### config.mk
export PLATFORM = sky130hd
export DESIGN_NAME = windowed_top4_peak_finder_core
export DESIGN_NICKNAME = d
export VERILOG_FILES = /design/src/hw/rtl/wtpf_pkg.sv /design/src/hw/rtl/windowed_top4_peak_finder_core.sv /design/src/hw/rtl/wtpf_slot_tracker.sv /design/src/hw/rtl/wtpf_result_buf.sv
export SDC_FILE = /design/constraint.sdc
export NUM_CORES = 1
export LEC_CHECK = 0
export ABC_AREA = 1
export BUFFER_PORTS_ARGS = -buffer_cell sky130_fd_sc_hd__buf_4
export CAP_MARGIN = 15
export CORE_ASPECT_RATIO = 0.75
export CORE_MARGIN = 2
export CORE_UTILIZATION = 55
export CTS_BUF_LIST = sky130_fd_sc_hd__clkbuf_8
export DETAILED_ROUTE_END_ITERATION = 8
export PLACE_DENSITY = 0.68
export SYNTH_ARGS = -nofsm -noshare
export SYNTH_HDL_FRONTEND = slang
export SYNTH_SLANG_ARGS = --single-unit
### constraint.sdc
create_clock -name clk -period 13.5 [get_ports clk]
set_clock_uncertainty 0.15 [all_clocks]
set_input_delay 3.375 -clock clk [delete_from_list [all_inputs] [get_ports clk]]
set_output_delay 3.375 -clock clk [all_outputs]
set_load 0.02 [all_outputs]
### src/hw/rtl/wtpf_pkg.sv
// wtpf_pkg: shared constants for the windowed top-four peak finder
// no dependencies; imported by every module of the block

package wtpf_pkg;

	localparam int BIN_W          = 12;
	localparam int WIN_LEN_W      = 5;
	localparam int WIN_LEFT_W     = 4;
	localparam int CFG_DATA_W     = 12;
	localparam int CFG_INDEX_W    = 1;
	localparam int NUM_SLOTS_DEF  = 4;
	localparam int COUNT_W_DEF    = 24;

	localparam logic [BIN_W-1:0]     START_BIN_RESET  = 12'd280;
	localparam logic [WIN_LEN_W-1:0] WINDOW_LEN_RESET = 5'd6;
	localparam logic [WIN_LEN_W-1:0] WINDOW_LEN_MAX   = 5'd16;

	// configuration register indexes
	localparam logic [CFG_INDEX_W-1:0] REG_START_BIN  = 1'd0;
	localparam logic [CFG_INDEX_W-1:0] REG_WINDOW_LEN = 1'd1;

endpackage

### src/hw/rtl/windowed_top4_peak_finder_core.sv
// windowed_top4_peak_finder_core: top level, input register and configuration
// depends on wtpf_pkg, wtpf_slot_tracker and wtpf_result_buf
//
// channel  | dir | tdata (low bit up)                         | tlast
// s_*      | in  | bin_index, bin_count, zero pad             | final_bin
// m_*      | out | slot_number, peak_bin, peak_count, zero pad | last_result
// cfg_*    | in  | write enable, register index, write data   | -
//
// one bin per cycle: an item is registered, the slot update runs in the next cycle
// the final bin hands its slot set to the result buffer, which sends NUM_SLOTS
// results at one per cycle while m_tready is high; bins keep flowing meanwhile
// a final bin waits in the input register only while the previous set is still
// being sent, so two final bins must be at least NUM_SLOTS bins apart to avoid a stall
// reset clears all slots, closes any window and loads the default registers

module windowed_top4_peak_finder_core #(
	parameter int NUM_SLOTS = wtpf_pkg::NUM_SLOTS_DEF,
	parameter int COUNT_W   = wtpf_pkg::COUNT_W_DEF,
	parameter int SLOT_W    = $clog2(NUM_SLOTS),
	parameter int IN_W      = ((wtpf_pkg::BIN_W + COUNT_W + 7) / 8) * 8,
	parameter int OUT_W     = ((SLOT_W + wtpf_pkg::BIN_W + COUNT_W + 7) / 8) * 8
) (
	input  logic                             clk,
	input  logic                             arst_n,
	input  logic                             s_tvalid,
	output logic                             s_tready,
	input  logic [IN_W-1:0]                  s_tdata,   // bin_index, bin_count
	input  logic                             s_tlast,   // final_bin
	output logic                             m_tvalid,
	input  logic                             m_tready,
	output logic [OUT_W-1:0]                 m_tdata,   // slot_number, peak_bin, peak_count
	output logic                             m_tlast,   // last_result
	input  logic                             cfg_we,
	input  logic [wtpf_pkg::CFG_INDEX_W-1:0] cfg_index,
	input  logic [wtpf_pkg::CFG_DATA_W-1:0]  cfg_wdata
);
	import wtpf_pkg::*;

	logic [BIN_W-1:0]     start_bin_q;
	logic [WIN_LEN_W-1:0] window_len_q;

	logic               valid_s1;
	logic [BIN_W-1:0]   bin_index_s1;
	logic [COUNT_W-1:0] bin_count_s1;
	logic               final_bin_s1;
	logic               advance;
	logic               snap_free;

	logic [COUNT_W-1:0] snap_counts [NUM_SLOTS];
	logic [BIN_W-1:0]   snap_bins [NUM_SLOTS];
	logic [SLOT_W-1:0]  res_slot;
	logic [BIN_W-1:0]   res_bin;
	logic [COUNT_W-1:0] res_count;

	always_ff @(posedge clk or negedge arst_n) begin
		if (!arst_n) begin
			start_bin_q  <= START_BIN_RESET;
			window_len_q <= WINDOW_LEN_RESET;
		end else if (cfg_we) begin
			unique case (cfg_index)
				REG_START_BIN:  start_bin_q  <= cfg_wdata[BIN_W-1:0];
				REG_WINDOW_LEN: window_len_q <= cfg_wdata[WIN_LEN_W-1:0];
				default: ;
			endcase
		end
	end

	// a final bin may only step once the result buffer can take its slot set
	assign advance  = valid_s1 && (!final_bin_s1 || snap_free);
	assign s_tready = !valid_s1 || advance;

	always_ff @(posedge clk or negedge arst_n) begin
		if (!arst_n) begin
			valid_s1 <= 1'b0;
		end else if (s_tready) begin
			valid_s1 <= s_tvalid;
		end
	end

	always_ff @(posedge clk) begin
		if (s_tvalid && s_tready) begin
			bin_index_s1 <= s_tdata[BIN_W-1:0];
			bin_count_s1 <= s_tdata[BIN_W+COUNT_W-1:BIN_W];
			final_bin_s1 <= s_tlast;
		end
	end

	wtpf_slot_tracker #(
		.NUM_SLOTS (NUM_SLOTS),
		.COUNT_W   (COUNT_W),
		.SLOT_W    (SLOT_W)
	) u_tracker (
		.clk         (clk),
		.arst_n      (arst_n),
		.step_en     (advance),
		.bin_index   (bin_index_s1),
		.bin_count   (bin_count_s1),
		.final_bin   (final_bin_s1),
		.start_bin   (start_bin_q),
		.window_len  (window_len_q),
		.snap_counts (snap_counts),
		.snap_bins   (snap_bins)
	);

	wtpf_result_buf #(
		.NUM_SLOTS (NUM_SLOTS),
		.COUNT_W   (COUNT_W),
		.SLOT_W    (SLOT_W)
	) u_result_buf (
		.clk         (clk),
		.arst_n      (arst_n),
		.load        (advance && final_bin_s1),
		.load_counts (snap_counts),
		.load_bins   (snap_bins),
		.free        (snap_free),
		.res_valid   (m_tvalid),
		.res_ready   (m_tready),
		.res_slot    (res_slot),
		.res_bin     (res_bin),
		.res_count   (res_count),
		.res_last    (m_tlast)
	);

	assign m_tdata = OUT_W'({res_count, res_bin, res_slot});

`ifndef ASSERT_OFF
	a_final_waits: assert property (@(posedge clk) disable iff (!arst_n)
		(valid_s1 && !advance) |=> (valid_s1 && $stable(final_bin_s1) && final_bin_s1))
		else $error("held input item changed or was dropped");
`endif

endmodule

### src/hw/rtl/wtpf_slot_tracker.sv
// wtpf_slot_tracker: peak slot registers, window state and per-bin update
// depends on wtpf_pkg; feeds the finished slot set to wtpf_result_buf

module wtpf_slot_tracker #(
	parameter int NUM_SLOTS = wtpf_pkg::NUM_SLOTS_DEF,
	parameter int COUNT_W   = wtpf_pkg::COUNT_W_DEF,
	parameter int SLOT_W    = $clog2(NUM_SLOTS)
) (
	input  logic                          clk,
	input  logic                          arst_n,
	input  logic                          step_en,
	input  logic [wtpf_pkg::BIN_W-1:0]    bin_index,
	input  logic [COUNT_W-1:0]            bin_count,
	input  logic                          final_bin,
	input  logic [wtpf_pkg::BIN_W-1:0]    start_bin,
	input  logic [wtpf_pkg::WIN_LEN_W-1:0] window_len,
	output logic [COUNT_W-1:0]            snap_counts [NUM_SLOTS],
	output logic [wtpf_pkg::BIN_W-1:0]    snap_bins [NUM_SLOTS]
);
	import wtpf_pkg::*;

	logic [COUNT_W-1:0]    counts_q [NUM_SLOTS];
	logic [BIN_W-1:0]      bins_q [NUM_SLOTS];
	logic [WIN_LEFT_W-1:0] win_left_q;
	logic [SLOT_W-1:0]     win_slot_q;

	logic [COUNT_W-1:0]    counts_d [NUM_SLOTS];
	logic [BIN_W-1:0]      bins_d [NUM_SLOTS];
	logic [WIN_LEFT_W-1:0] win_left_d;
	logic [SLOT_W-1:0]     win_slot_d;
	logic [COUNT_W-1:0]    min_cnt;
	logic [SLOT_W-1:0]     pick;
	logic [WIN_LEFT_W-1:0] len_m1;

	// window length clamped to 1..16, less the opening bin
	always_comb begin
		if (window_len == '0) begin
			len_m1 = '0;
		end else if (window_len > WINDOW_LEN_MAX) begin
			len_m1 = WIN_LEFT_W'(WINDOW_LEN_MAX - 5'd1);
		end else begin
			len_m1 = WIN_LEFT_W'(window_len - 5'd1);
		end
	end

	// first slot holding the smallest count
	always_comb begin
		min_cnt = counts_q[0];
		pick    = '0;
		for (int s = 1; s < NUM_SLOTS; s++) begin
			if (counts_q[s] < min_cnt) begin
				min_cnt = counts_q[s];
				pick    = SLOT_W'(s);
			end
		end
	end

	always_comb begin
		counts_d   = counts_q;
		bins_d     = bins_q;
		win_left_d = win_left_q;
		win_slot_d = win_slot_q;
		if (win_left_q != '0) begin
			if (bin_count > counts_q[win_slot_q]) begin
				counts_d[win_slot_q] = bin_count;
				bins_d[win_slot_q]   = bin_index;
			end
			win_left_d = win_left_q - WIN_LEFT_W'(1);
		end else if (bin_index >= start_bin) begin
			if (bin_count > min_cnt) begin
				counts_d[pick] = bin_count;
				bins_d[pick]   = bin_index;
				win_slot_d     = pick;
				win_left_d     = len_m1;
			end
		end
	end

	assign snap_counts = counts_d;
	assign snap_bins   = bins_d;

	always_ff @(posedge clk or negedge arst_n) begin
		if (!arst_n) begin
			for (int s = 0; s < NUM_SLOTS; s++) begin
				counts_q[s] <= '0;
				bins_q[s]   <= '0;
			end
			win_left_q <= '0;
			win_slot_q <= '0;
		end else if (step_en) begin
			if (final_bin) begin
				// slots go out through the result buffer, start afresh
				for (int s = 0; s < NUM_SLOTS; s++) begin
					counts_q[s] <= '0;
					bins_q[s]   <= '0;
				end
				win_left_q <= '0;
				win_slot_q <= '0;
			end else begin
				counts_q   <= counts_d;
				bins_q     <= bins_d;
				win_left_q <= win_left_d;
				win_slot_q <= win_slot_d;
			end
		end
	end

`ifndef ASSERT_OFF
	a_final_closes_window: assert property (@(posedge clk) disable iff (!arst_n)
		(step_en && final_bin) |=> (win_left_q == '0 && counts_q[0] == '0))
		else $error("window or slot survived the final bin");
	a_window_counts_down: assert property (@(posedge clk) disable iff (!arst_n)
		(step_en && !final_bin && win_left_q != '0) |=>
			(win_left_q == $past(win_left_q) - WIN_LEFT_W'(1)))
		else $error("open window did not count down");
`endif

endmodule

### src/hw/rtl/wtpf_result_buf.sv
// wtpf_result_buf: holds one finished slot set and sends it a slot per transfer
// depends on wtpf_pkg; loaded from wtpf_slot_tracker

module wtpf_result_buf #(
	parameter int NUM_SLOTS = wtpf_pkg::NUM_SLOTS_DEF,
	parameter int COUNT_W   = wtpf_pkg::COUNT_W_DEF,
	parameter int SLOT_W    = $clog2(NUM_SLOTS)
) (
	input  logic                       clk,
	input  logic                       arst_n,
	input  logic                       load,
	input  logic [COUNT_W-1:0]         load_counts [NUM_SLOTS],
	input  logic [wtpf_pkg::BIN_W-1:0] load_bins [NUM_SLOTS],
	output logic                       free,
	output logic                       res_valid,
	input  logic                       res_ready,
	output logic [SLOT_W-1:0]          res_slot,
	output logic [wtpf_pkg::BIN_W-1:0] res_bin,
	output logic [COUNT_W-1:0]         res_count,
	output logic                       res_last
);
	import wtpf_pkg::*;

	localparam logic [SLOT_W-1:0] LAST_SLOT = SLOT_W'(NUM_SLOTS - 1);

	logic [COUNT_W-1:0] counts_q [NUM_SLOTS];
	logic [BIN_W-1:0]   bins_q [NUM_SLOTS];
	logic               valid_q;
	logic [SLOT_W-1:0]  ptr_q;
	logic               xfer;

	assign xfer      = valid_q && res_ready;
	assign free      = !valid_q || (xfer && ptr_q == LAST_SLOT);
	assign res_valid = valid_q;
	assign res_slot  = ptr_q;
	assign res_bin   = bins_q[ptr_q];
	assign res_count = counts_q[ptr_q];
	assign res_last  = (ptr_q == LAST_SLOT);

	always_ff @(posedge clk or negedge arst_n) begin
		if (!arst_n) begin
			valid_q <= 1'b0;
			ptr_q   <= '0;
		end else if (load) begin
			valid_q <= 1'b1;
			ptr_q   <= '0;
		end else if (xfer) begin
			if (ptr_q == LAST_SLOT) begin
				valid_q <= 1'b0;
				ptr_q   <= '0;
			end else begin
				ptr_q <= ptr_q + SLOT_W'(1);
			end
		end
	end

	always_ff @(posedge clk) begin
		if (load) begin
			counts_q <= load_counts;
			bins_q   <= load_bins;
		end
	end

`ifndef ASSERT_OFF
	a_load_when_free: assert property (@(posedge clk) disable iff (!arst_n)
		load |-> free)
		else $error("slot set loaded over one still being sent");
	a_drain_ends: assert property (@(posedge clk) disable iff (!arst_n)
		(xfer && ptr_q == LAST_SLOT && !load) |=> !valid_q)
		else $error("buffer still valid after its last slot transfer");
`endif

endmodule

==> results of run 1 <==
[metal layers]
| layer | up-vias | wire length (um) | global-route usage, % |
|---|---|---|---|
| met4 | 0 | 2030 | 12.2 |
| met5 | - | 0 | 0 |
| met1 | 10100 | 31000 | 48.0 |
| met3 | 180 | 8570 | 8.13 |
| li1 | 9795 | - | - |
| met2 | 1266 | 30900 | 51.2 |
[sequential cells by signal (all words and copies together) (netlist names), 2 cells and up]
name and cells:
bin_index_s1 12, u_result_buf.res_slot 2, u_tracker.counts_q 96, u_tracker.bins_q 48, bin_count_s1 24, window_len_q 5, u_tracker.win_left_q 4, u_result_buf.counts_q 96
start_bin_q 12, u_tracker.win_slot_q 2, u_result_buf.bins_q 48
[kinds of logic after synthesis]
family / after synthesis
compound gates: 740
xor+xnor: 1
fa+ha+maj: 132
buf+inv: 363
flops: 352
other cells: 1
simple gates: 1220
[placed cells by master (no fill, tap or decap), types with 3 or more instances in the layout]
cell type	netlist	final
clkinv_2	0	4
clkbuf_8	0	62
ha_1	132	132
a21oi_1	248	248
inv_2	3	8
a211oi_1	12	12
a21o_1	3	3
o21ai_0	329	329
o221ai_1	7	7
and2_1	72	72
a221oi_1	23	23
nor4_1	3	3
nor2_1	118	114
clkinv_1	3	6
a21oi_2	32	32
dfrtp_1	166	165
dfstp_2	5	5
edfxtp_1	181	181
nand2_4	5	6
nor3_1	7	7
nor2_4	0	4
buf_4	9	118
nor2_2	3	3
nand2_1	678	677
o21ai_1	33	33
nand2_2	5	5
nand3_1	233	232
o22ai_1	40	40
inv_1	173	200
nand4_1	84	84
[how the worst min path moves through the flow]
stage                   start        endpoint  slack (ns)  depth (start not counted)
3_5_place_dp   start_bin_q[8]  start_bin_q[8]        0.34                          2
4_1_cts        start_bin_q[8]  start_bin_q[8]        0.35                          2
6_report       start_bin_q[8]  start_bin_q[8]        0.34                          2
2_1_floorplan  start_bin_q[1]  start_bin_q[1]        0.30                          2
5_1_grt        start_bin_q[8]  start_bin_q[8]        0.36                          2
3_3_place_gp   start_bin_q[8]  start_bin_q[8]        0.32                          2
[stage by stage]
| step | cell area (um^2) | setup WS (ns) |
|---|---|---|
| after CTS | 24300 | 2.24 |
| final | 24300 | 2.03 |
| after detailed placement | 23200 | 2.29 |
| after floorplan | 22400 | 4.83 |
| after global routing | 24300 | 1.19 |
| after global placement | 23200 | 2.46 |
[cell type report]
cell class                 count  area [um^2]  area share (%)
clock buffer                  62          853            3.51
clock inverter                46          263            1.08
inverter                     179          677            2.78
multi-input combinational   2095        11200            46.1
sequential                   352         9720            40.0
tap                          520          651            2.68
timing repair buffer         121          937            3.85
[tightest hold or removal path, delay by kind of cell, from the launching register on]
kind	cells	cell delay [ns]
AOI/OAI and AO/OA	1	0.06
buffers and inverters	1	0.07
DFF	1	0.36
==> run metrics, run 1 <==
Peak Freq 87.2 MHz; Final Max Tran Viols 0; status finished, final reports clean; Least-Margin Pin Slew 1.13 ns; worst r2r dst u_result_buf.counts_q[76]; simple-gate share of the synthesized area 24.3%; Setup Fix Bufs, Post-CTS 0; final hold viol count 0; routed len/inst 21.5 um; Synth area leader edfxtp_1; CTS buffer count 57; Crit Path Class reg -> reg; Starting Density 56.3%; most numerous cell in the Yosys netlist nand2_1; Via density 6.33; Worst-Skew Late Latency 0.66 ns; WP data arrival 11.71 ns; Final Non-Filler Cells 3375; worst hold slack 0.343 ns; Rel. slew slack 24.9%; Yosys cell types 52; crit path to u_result_buf.counts_q[76]; Worst Hold Class reg -> reg; Compound-Gate Fraction of Synth Area 18.2%; period utilization 85.0%; largest family of logic cells by synthesized area simple AND/OR/NAND/NOR gates; DRT Pass-1 Iters 6; most instantiated cells after synthesis 678 x nand2_1, 329 x o21ai_0, 248 x a21oi_1; Worst Path Max Fanout 89; # hold bufs at CTS 0; CP required 13.74 ns; critical path's top delay family simple AND/OR/NAND/NOR gates; cell area after synthesis 22400 um^2; Congestion Overflow GR 0; port buffer count 95; CP Launch Type register; clock tree from TritonCTS yes; mux share of post-synthesis cell area 0%; global-route wire length before repair 112 mm; Layout area overhead 8.59%; Tmin final 11.47 ns; vias in the first global route 20100; Synth top area share 24.3%; GR Util All Layers 34.0%; Post-synth EDFFs 181; final antenna diode count 0; Util after Layout 61.1%; row cnt 63; final setup violation count 0; Post-Syn Instances 2809; top cells by area, synth edfxtp_1 24%, dfrtp_1 19%, nand2_1 11%, ha_1 7.4%, o21ai_0 7.4%; Core Region 39800 um^2; fin nets 2997; H-tree levels 2; RSZ-0062 raised after global routing no; Synth Area in XOR/XNOR 0.0391%; reg2reg path depth 39; pin count of the biggest net entering global routing 220; Post-Synth Adder-Cell Area 7.37%; routed wire length 72.5 mm; WP depth 39; Die X 237 um; Crit. End Element register; Die ar. 42400 um^2; Reg2Reg Setup Slack 2.03 ns; filler cell count 3433; post-CTS sizing 0; flop and latch count out of synthesis 352; Clock transition at path regs 0.06 ns; critical register-to-register path startpoint u_tracker.counts_q[93]; clock sinks 352; Most used DFF post-synth edfxtp_1; Root Driver clkbuf_8; Worst path slowest cell nand4_4; Critical Path Source u_tracker.counts_q[93]; clk buf depth 3; placer congestion estimate 0.894; HPWL after DPL 42.6 mm; DRC 0; Die Span Y 179 um; Ys Warns 0; Seq/Total Area, Yosys 43.4%; Critical path buffers and inverters 3; layout cells sized above 1 9.46%; remaining antenna violation count 0; Vias 21400; Max-Cap Viols 0; async set-or-reset flop fraction in the synthesized netlist 48.6%; initial drt markers 2901; I/O Pins 102; initial antenna violation count 0; dpl cells 3266; Avg Cell Area, Syn 7.97 um^2; final setup TNS 0 ns; slowest stage delay, CP 0.84 ns
Power of run 1 is left out: the tool's default activity adds up to more than one toggle a clock period on the data nets, which glitch-free logic cannot reach.
==> inputs of run 2 (changes only) <==
--- a/config.mk
+++ b/config.mk
@@ -5,7 +5,7 @@
 export SDC_FILE = /design/constraint.sdc
 export NUM_CORES = 1
 export LEC_CHECK = 0
-export ABC_AREA = 1
+export ABC_AREA = 0
 export BUFFER_PORTS_ARGS = -buffer_cell sky130_fd_sc_hd__buf_4
 export CAP_MARGIN = 15
 export CORE_ASPECT_RATIO = 0.75
@@ -13,7 +13,7 @@
 export CORE_UTILIZATION = 55
 export CTS_BUF_LIST = sky130_fd_sc_hd__clkbuf_8
 export DETAILED_ROUTE_END_ITERATION = 8
-export PLACE_DENSITY = 0.68
+export PLACE_DENSITY = 0.69
 export SYNTH_ARGS = -nofsm -noshare
 export SYNTH_HDL_FRONTEND = slang
 export SYNTH_SLANG_ARGS = --single-unit
==> constraint.sdc (replaced) <==
create_clock -name clk -period 10.58 [get_ports clk]
set_clock_uncertainty 0.15 [all_clocks]
set_input_delay 2.645 -clock clk [delete_from_list [all_inputs] [get_ports clk]]
set_output_delay 2.645 -clock clk [all_outputs]
set_load 0.02 [all_outputs]
==> run 2 against run 1 <==
  * Synthesized area down 7.2%
  * Maximum frequency grew 13%
  * Flip-flop and latch count stayed put
  * Cell count shrank 25%
  * Die area down 7.1%
  * Register-to-register slack worse by 1.6 ns
  * Non-clock buffer count rose by 94
  * First-iteration DRC count fell by 33%
  * Count of clock-buffer cells in the layout unchanged
  * Highest routed layer unchanged
==> run metrics, run 2 <==
GR Util All Layers 31.3%; Layout area overhead 15.1%; most common cell after layout, fill and taps aside o21ai_0; commonest non-fill, non-tap cells in the layout 214 x o21ai_0, 194 x buf_4, 181 x edfxtp_1, 164 x dfrtp_1, 163 x inv_1; pin count of the biggest net entering global routing 84; status finished, final reports clean; row cnt 61; Critical path buffers and inverters 7; Max-Cap Viols 0; clock sinks 352; fin nets 2184; clock tree from TritonCTS yes; CP Launch Type register; Most used DFF post-synth edfxtp_1; Worst Hold Class reg -> reg; Post-Place Setup Slack 0.307 ns; Die X 228 um; CP required 10.78 ns; Seq/Total Area, Yosys 46.8%; Post-synth EDFFs 181; Crit. End Element register; Die ar. 39400 um^2; most instantiated cells after synthesis 214 x o21ai_0, 181 x edfxtp_1, 166 x dfrtp_1; Starting Density 55.9%; WHS Path Cells 1; Worst-Skew Late Latency 0.61 ns; critical path's most frequent cell a21oi_1; Via density 6.53; cell area after synthesis 20800 um^2; Final Max Tran Viols 0; most numerous cell in the Yosys netlist o21ai_0; placer congestion estimate 0.945; global-route wire length before repair 94.6 mm; Setup WS post-layout 0.395 ns; critical path's top delay family compound AO/OA/AOI/OAI gates; Util after Layout 64.3%; slowest stage delay, CP 0.45 ns; Congestion Overflow GR 0; Tmin final 10.18 ns; WL met3 6.37 mm; final setup TNS 0 ns; Avg Cell Area, Syn 11.2 um^2; CTS buffer count 54; final hold viol count 0; DRC 0; Core Region 37200 um^2; RSZ-0062 raised after global routing no; H-tree levels 2; Worst Path Max Fanout 23; port buffer count 95; Synth top area share 26.2%; reg2reg path depth 46; initial antenna violation count 0; Post-Syn Instances 1858; routed wire length 61.7 mm; top sig layer met4; vias in the first global route 16300; Rel. slew slack 36.8%; flop and latch count out of synthesis 352; DRT Pass-1 Iters 5; top cells by area, synth edfxtp_1 26%, dfrtp_1 20%, ha_1 7.9%, mux4_2 6.5%, o21ai_0 5.2%; Critical Path Source u_tracker.counts_q[49]; min-delay src u_tracker.bins_q[11]; Vias 16600; WP depth 46; final setup violation count 0; final antenna diode count 0; HPWL after DPL 40.3 mm; Peak Freq 98.2 MHz; M1 WL 26.7 mm; # hold bufs at CTS 0; Root Driver clkbuf_8; WP data arrival 10.38 ns; layout cells sized above 1 23.4%; DR WL met2 27.4 mm; Yosys cell types 73; async set-or-reset flop fraction in the synthesized netlist 48.6%; remaining antenna violation count 0; Clock transition at path regs 0.06 ns; initial drt markers 1956; Die Span Y 172 um; top flop regs u_result_buf.counts_q (96), u_tracker.counts_q (96); clk buf depth 3; critical register-to-register path startpoint u_tracker.counts_q[49]; Least-Margin Pin Slew 0.946 ns; I/O Pins 102; Worst path slowest cell dfrtp_1; Synth area leader edfxtp_1; Ys Warns 0; Crit Path Class reg -> reg; period utilization 96.3%; routed len/inst 24.3 um
-- run 2: logic make-up (layout without fill, tap and decap cells) --
family | count (synthesis) | in the layout | share of synthesized area [%]
adders and majority gates | 134 | 134 | 8.04
buffers and inverters | 283 | 462 | 5.61
and+or+nand+nor | 347 | 347 | 7.88
AOI/OAI and AO/OA | 577 | 578 | 18.5
muxes | 164 | 164 | 13.1
other | 1 | 2 | 0.0180
DFF | 352 | 352 | 46.8
-- run 2: timing repair --
item                                   in CTS  in global routing
buffers inserted                            0                  2
setup endpoints to repair                   0                250
resized for setup                           0                 18
endpoints found under the hold margin       0                  0
-- run 2: final timing paths --
path	endpoint	slack, ns
hold reg to reg	u_tracker.bins_q[11]	0.34
max in group asynchronous	u_tracker.counts_q[18]	7.13
setup reg to reg	u_result_buf.counts_q[18]	0.40
hold / removal	u_tracker.bins_q[11]	0.34
setup / recovery	u_result_buf.counts_q[18]	0.40
min in group asynchronous	u_tracker.win_left_q[1]	1.84
-- run 2: area by class of cell --
cell class                 count  area, um^2
multi-input combinational   1225       10100
clock buffer                  62         853
inverter                     145         551
sequential                   352        9720
clock inverter                40         213
tap                          504         631
timing repair buffer         215        1870
fill                        2926       13300
-- run 2: per-stage QoR --
| step | instances | area [um^2] | hold WS [ns] |
|---|---|---|---|
| final | 2543 | 23900 | 0.340 |
| after global routing | 2543 | 23900 | 0.359 |
| after CTS | 2539 | 23800 | 0.344 |
| after detailed placement | 2437 | 22700 | 0.331 |
| after global placement | 2437 | 22700 | 0.324 |
| after floorplan | 1859 | 20800 | 0.316 |
-- run 2: layer usage --
metal,vias up,GRT usage [%]
met5,-,0
met4,0,8.38
met3,101,7.14
met2,899,47.5
met1,8247,45.4
li1,7352,-
-- run 2: worst register-to-register path: cells and delay by family (launching register included) --
family          cells  cell delay (ns)
compound gates     21             4.20
fa+ha+maj           4             1.12
buf+inv             7             1.27
flops               1             0.45
mux                 2             0.49
simple gates       12             2.25
Power of run 2 is left out for the same reason.
